$ cat src/hw/rtl/q2e_pkg.sv
package q2e_pkg;

	localparam int CORDIC_STEPS = 16;
	localparam int TAB_LEN      = 24;
	localparam int STEP_W       = $clog2(TAB_LEN);
	localparam int VW           = 36;
	localparam int AW           = 32;
	localparam int BW           = 16;
	localparam int THR_W        = 15;
	localparam int LATENCY      = 2 * CORDIC_STEPS + 6;

	localparam logic signed [VW-1:0] Q30_ONE  = VW'(64'sd1073741824);
	localparam logic signed [31:0]   INV_GAIN = 32'sd652032874;
	localparam logic signed [63:0]   CP_ROUND = 64'sd33554432;
	localparam logic [AW-1:0]        HALF_TURN = 32'h8000_0000;
	localparam logic [BW-1:0]        PITCH_UP = 16'h4000;
	localparam logic [BW-1:0]        PITCH_DN = 16'hC000;

	typedef struct packed {
		logic signed [VW-1:0] x;
		logic signed [VW-1:0] y;
		logic [AW-1:0]        z;
		logic                 zero;
	} cordic_t;

	typedef struct packed {
		logic signed [VW-1:0] m22;
		logic signed [VW-1:0] m21;
		logic signed [VW-1:0] m00;
		logic signed [VW-1:0] m10;
		logic signed [VW-1:0] m11;
		logic signed [VW-1:0] m12g;
		logic signed [VW-1:0] sinp;
	} terms_t;

	typedef struct packed {
		logic [BW-1:0] roll;
		logic [BW-1:0] yawn;
		logic [BW-1:0] yawg;
		logic          sinp_pos;
		logic          lock;
	} side_t;

	function automatic logic [AW-1:0] atan_entry(input logic [STEP_W-1:0] i);
		logic [AW-1:0] r;
		unique case (i)
			5'd0:  r = 32'h20000000;
			5'd1:  r = 32'h12E4051E;
			5'd2:  r = 32'h09FB385B;
			5'd3:  r = 32'h051111D4;
			5'd4:  r = 32'h028B0D43;
			5'd5:  r = 32'h0145D7E1;
			5'd6:  r = 32'h00A2F61E;
			5'd7:  r = 32'h00517C55;
			5'd8:  r = 32'h0028BE53;
			5'd9:  r = 32'h00145F2F;
			5'd10: r = 32'h000A2F98;
			5'd11: r = 32'h000517CC;
			5'd12: r = 32'h00028BE6;
			5'd13: r = 32'h000145F3;
			5'd14: r = 32'h0000A2FA;
			5'd15: r = 32'h0000517D;
			5'd16: r = 32'h000028BE;
			5'd17: r = 32'h0000145F;
			5'd18: r = 32'h00000A30;
			5'd19: r = 32'h00000518;
			5'd20: r = 32'h0000028C;
			5'd21: r = 32'h00000146;
			5'd22: r = 32'h000000A3;
			5'd23: r = 32'h00000051;
			default: r = '0;
		endcase
		return r;
	endfunction

	function automatic cordic_t prerot(input logic signed [VW-1:0] x,
	                                   input logic signed [VW-1:0] y);
		cordic_t c;
		c.zero = (x == '0) && (y == '0);
		if (x < 0) begin
			c.x = -x;
			c.y = -y;
			c.z = HALF_TURN;
		end else begin
			c.x = x;
			c.y = y;
			c.z = '0;
		end
		return c;
	endfunction

	function automatic logic [BW-1:0] to_bam(input cordic_t c);
		logic [AW-1:0] s;
		s = c.z + 32'h0000_8000;
		return c.zero ? '0 : s[AW-1:AW-BW];
	endfunction

endpackage

$ cat src/hw/rtl/q2e_cell.sv
module q2e_cell (
	input  logic                  clk,
	input  logic                  en,
	input  logic [q2e_pkg::STEP_W-1:0] step,
	input  q2e_pkg::cordic_t      din,
	output q2e_pkg::cordic_t      dout
);
	import q2e_pkg::*;

	cordic_t nxt;
	cordic_t dout_q;
	logic signed [VW-1:0] dx;
	logic signed [VW-1:0] dy;

	always_comb begin
		dx = din.y >>> step;
		dy = din.x >>> step;
		nxt.zero = din.zero;
		if (din.y >= 0) begin
			nxt.x = din.x + dx;
			nxt.y = din.y - dy;
			nxt.z = din.z + atan_entry(step);
		end else begin
			nxt.x = din.x - dx;
			nxt.y = din.y + dy;
			nxt.z = din.z - atan_entry(step);
		end
	end

	always_ff @(posedge clk) begin
		if (en) begin
			dout_q <= nxt;
		end
	end

	assign dout = dout_q;

endmodule

$ cat config.mk
export PLATFORM = sky130hd
export DESIGN_NAME = q2e_cell
export DESIGN_NICKNAME = d
export VERILOG_FILES = /design/src/hw/rtl/q2e_pkg.sv /design/src/hw/rtl/q2e_cell.sv
export SDC_FILE = /design/constraint.sdc
export NUM_CORES = 1
export LEC_CHECK = 0
export BUFFER_PORTS_ARGS = -buffer_cell sky130_fd_sc_hd__buf_2
export CORE_UTILIZATION = 35
export DETAILED_ROUTE_END_ITERATION = 10
export HOLD_SLACK_MARGIN = 0.12
export PLACE_DENSITY = 0.54
export SYNTH_ARGS = -nofsm -noshare
export SYNTH_HDL_FRONTEND = slang
export SYNTH_SLANG_ARGS = --single-unit
$ cat constraint.sdc
create_clock -name clk -period 13.7 [get_ports clk]
set_clock_uncertainty 0.1 [all_clocks]
set_input_delay 2.055 -clock clk [delete_from_list [all_inputs] [get_ports clk]]
set_output_delay 2.055 -clock clk [all_outputs]
set_load 0.05 [all_outputs]
==> flow_metrics.env <==
export IMPL_max_slew_margin=0.240
export IMPL_row_count=77
export IMPL_drive_gt1_frac=0.199
export IMPL_postRouteWirelength_um=66900
export IMPL_cts_resized=0
export IMPL_synth_adder_area_share=0.0903
export IMPL_synthToLayoutAreaGrowth_pct=12.0
export IMPL_die_area_um2=46300
export IMPL_overflow=0
export IMPL_grt_usage=0.284
export IMPL_setup_viol=0
export IMPL_post_cts_setup_buffer_count=0
export IMPL_async_flop_share=0
export IMPL_clkPwrFrac=0.130
export IMPL_min_to="dout[0]"
export IMPL_drtIter0Drc=1805
export IMPL_critPathArrivalTime_ns=9.60
export IMPL_postSynthAreaPerCell_um2=8.61
export IMPL_synth_top_family_by_area="compound AO/OA/AOI/OAI gates"
export IMPL_drv_slew=0
export IMPL_p_seq_frac=0.240
export IMPL_worstHoldStart="din[0]"
export IMPL_clk_path_buf_depth=2
export IMPL_stdcell_area_um2=17800
export IMPL_diodes=0
export IMPL_gp_congestion=0.971
export IMPL_crit_type="in2reg"
export IMPL_min_period_ns=9.54
export IMPL_fmax_mhz=105
export IMPL_pwr_density_cell_nw_per_um2=116
export IMPL_hold_viol_final=0
export IMPL_crit_path_start_kind="input pin"
export IMPL_drc=0
export IMPL_synth_xor_area_frac=0.0973
export IMPL_synth_area_mux_share=0.171
export IMPL_grt_pass1_wl_um=98800
export IMPL_crit_slowest_cell="buf_4"
export IMPL_coreArea_um2=44500
export IMPL_cap_violations=0
export IMPL_synth_edf_count=105
export IMPL_irDropWorstVdd_mv=0.0681
export IMPL_nNetsFinal=2223
export IMPL_synth_warnings=0
export IMPL_whs_path_depth=1
export IMPL_p_int_uw=1020
export IMPL_pwr_share_comb=0.631
export IMPL_ys_ff_latch=105
export IMPL_critPathRequiredTime_ns=13.76
export IMPL_endpoint_kind="register"
export IMPL_status="finished, final reports clean"
export IMPL_ys_types=83
export IMPL_cts_hold_fix_buffers=0
export IMPL_root_buffer="clkbuf_16"
export IMPL_vias=16000
export IMPL_ant_nets=0
export IMPL_grt_pass1_vias=15200
export IMPL_cp_common_cell="nor2_1"
export IMPL_antenna_found_initial=0
export IMPL_initial_core_util=0.357
export IMPL_synthSimpleGateAreaFrac=0.159
export IMPL_synth_compound_area_frac=0.243
export IMPL_syn_area_um2=15900
export IMPL_cts_tree="built"
export IMPL_cp_max_fo=82
export IMPL_wl_per_cell_um=25.8
export IMPL_largest_register_ffs=105
export IMPL_syn_nets=2072
export IMPL_portBuffers=216
export IMPL_htree_levels=3
export IMPL_hp_class="in2reg"
export IMPL_ios=217
export IMPL_die_x_um=215
export IMPL_p_leak_uw=0.00725
export IMPL_final_common_cell="buf_2"
export IMPL_clk_pin_slew_ns=0.08
export IMPL_drtPass1Iterations=5
export IMPL_placed_cell_area_um2=17500
export IMPL_worstMarginPinSlew_ns=1.11
export IMPL_p_sw_uw=1050
export IMPL_grt_max_degree=83
export IMPL_ys_seq_area_frac=0.198
export IMPL_critical_path_max_stage_delay_ns=0.77
export IMPL_hold_slack_ns=1.73
export IMPL_viasPerCell=6.16
export IMPL_crit_chain="buf_6 > buf_4 > mux2_2 > mux4_2 > a221o_1 > a211oi_1 > nand4b_1 > nor2_1 > nand2_1 > o41ai_1 > xor2_1 > nor2_1 > ha_1 > inv_1 > or4_1 > or3_1 > o21ai_0 > nor4bb_1 > o31ai_1 > a21o_1 > a21oi_1 > xnor2_1"
export IMPL_period_share=0.696
export IMPL_cts_inserted_buffers=9
export IMPL_rsz0062_at_grt="no"
export IMPL_fp_dieH_um=215
export IMPL_final_cell_mix="buf_2, nand2_1, nor2_1, o21ai_0, a21oi_1"
export IMPL_swShare=0.505
export IMPL_postSynthCellCount=1847
export IMPL_synthFlopType="edfxtp_1"
export IMPL_cts_sinks=105
export IMPL_setup_tns_ns=0
export IMPL_dp_hpwl_um=51400
==> worst max-delay path by stage <==
stage,startpoint,end
finish,step[0],dout[104]
global route,step[0],dout[104]
CTS,step[0],dout[104]
detailed placement,step[0],dout[104]
global placement,step[0],dout[104]
floorplan,step[0],dout[104]
==> synthesized netlist by cell type, drive strengths merged (38+ instances only) <==
cell type / n / area share
nand2: 180 / 0.042
nor2: 137 / 0.032
o21ai: 133 / 0.042
a21oi: 126 / 0.040
xnor2: 111 / 0.061
ha: 110 / 0.087
edfxtp: 105 / 0.20
mux2i: 74 / 0.047
mux4: 69 / 0.098
xor2: 63 / 0.035
buf: 56 / 0.017
clkbuf: 52 / 0.012
a21o: 50 / 0.024
inv: 48 / 0.011
nand3: 39 / 0.012
mux2: 38 / 0.027
==> final cells by class <==
cell class	instances	area [um^2]
Sequential cell	105	3150
Clock inverter	7	63.8
Tap cell	592	741
Fill cell	4590	26700
Inverter	49	184
Multi-Input combinational cell	1585	12100
Timing Repair Buffer	248	1340
Clock buffer	9	225
==> routing by layer <==
metal,GRT usage,vias to the layer above,part of all wire
met1,0.405,7767,0.46
met4,0.112,0,0.035
li1,-,7355,-
met5,0,-,0
met2,0.422,755,0.43
met3,0.0497,106,0.075
==> power groups by stage <==
stage	sequential [uW]	combinational, uW	clock (uW)
6_report	496	1300	268
2_1_floorplan	807	650	0
3_3_place_gp	502	1290	0
4_1_cts	498	1290	279
3_5_place_dp	504	1290	0
5_1_grt	505	1390	288
==> critical path: cells and delay by family <==
kind	cells	cell delay, ns
buf+inv	3	1.47
simple gates	7	2.04
xor+xnor	2	0.34
fa+ha+maj	1	0.36
mux	2	0.96
compound gates	7	2.24
==> per-stage QoR <==
| step | power (uW) | utilization | instances | setup WS, ns |
|---|---|---|---|---|
| 2_1_floorplan | 1460 | - | 1847 | 4.96 |
| 3_3_place_gp | 1790 | 0.393 | 2579 | 3.96 |
| 3_5_place_dp | 1790 | 0.393 | 2579 | 3.93 |
| 4_1_cts | 2070 | 0.400 | 2595 | 4.33 |
| 5_1_grt | 2190 | 0.400 | 2595 | 3.68 |
| 6_report | 2070 | 0.400 | 2595 | 4.16 |
==> logic make-up (layout without fill, tap and decap cells) <==
family | after synthesis | after routing
adder cells (fa/ha/maj) | 113 | 113
XOR/XNOR | 175 | 175
flip-flops | 105 | 105
AO/OA/AOI/OAI | 582 | 582
AND/OR/NAND/NOR | 534 | 534
multiplexers | 181 | 181
buffers and inverters | 157 | 313
Note: power is estimated with default switching activity, not from simulation.
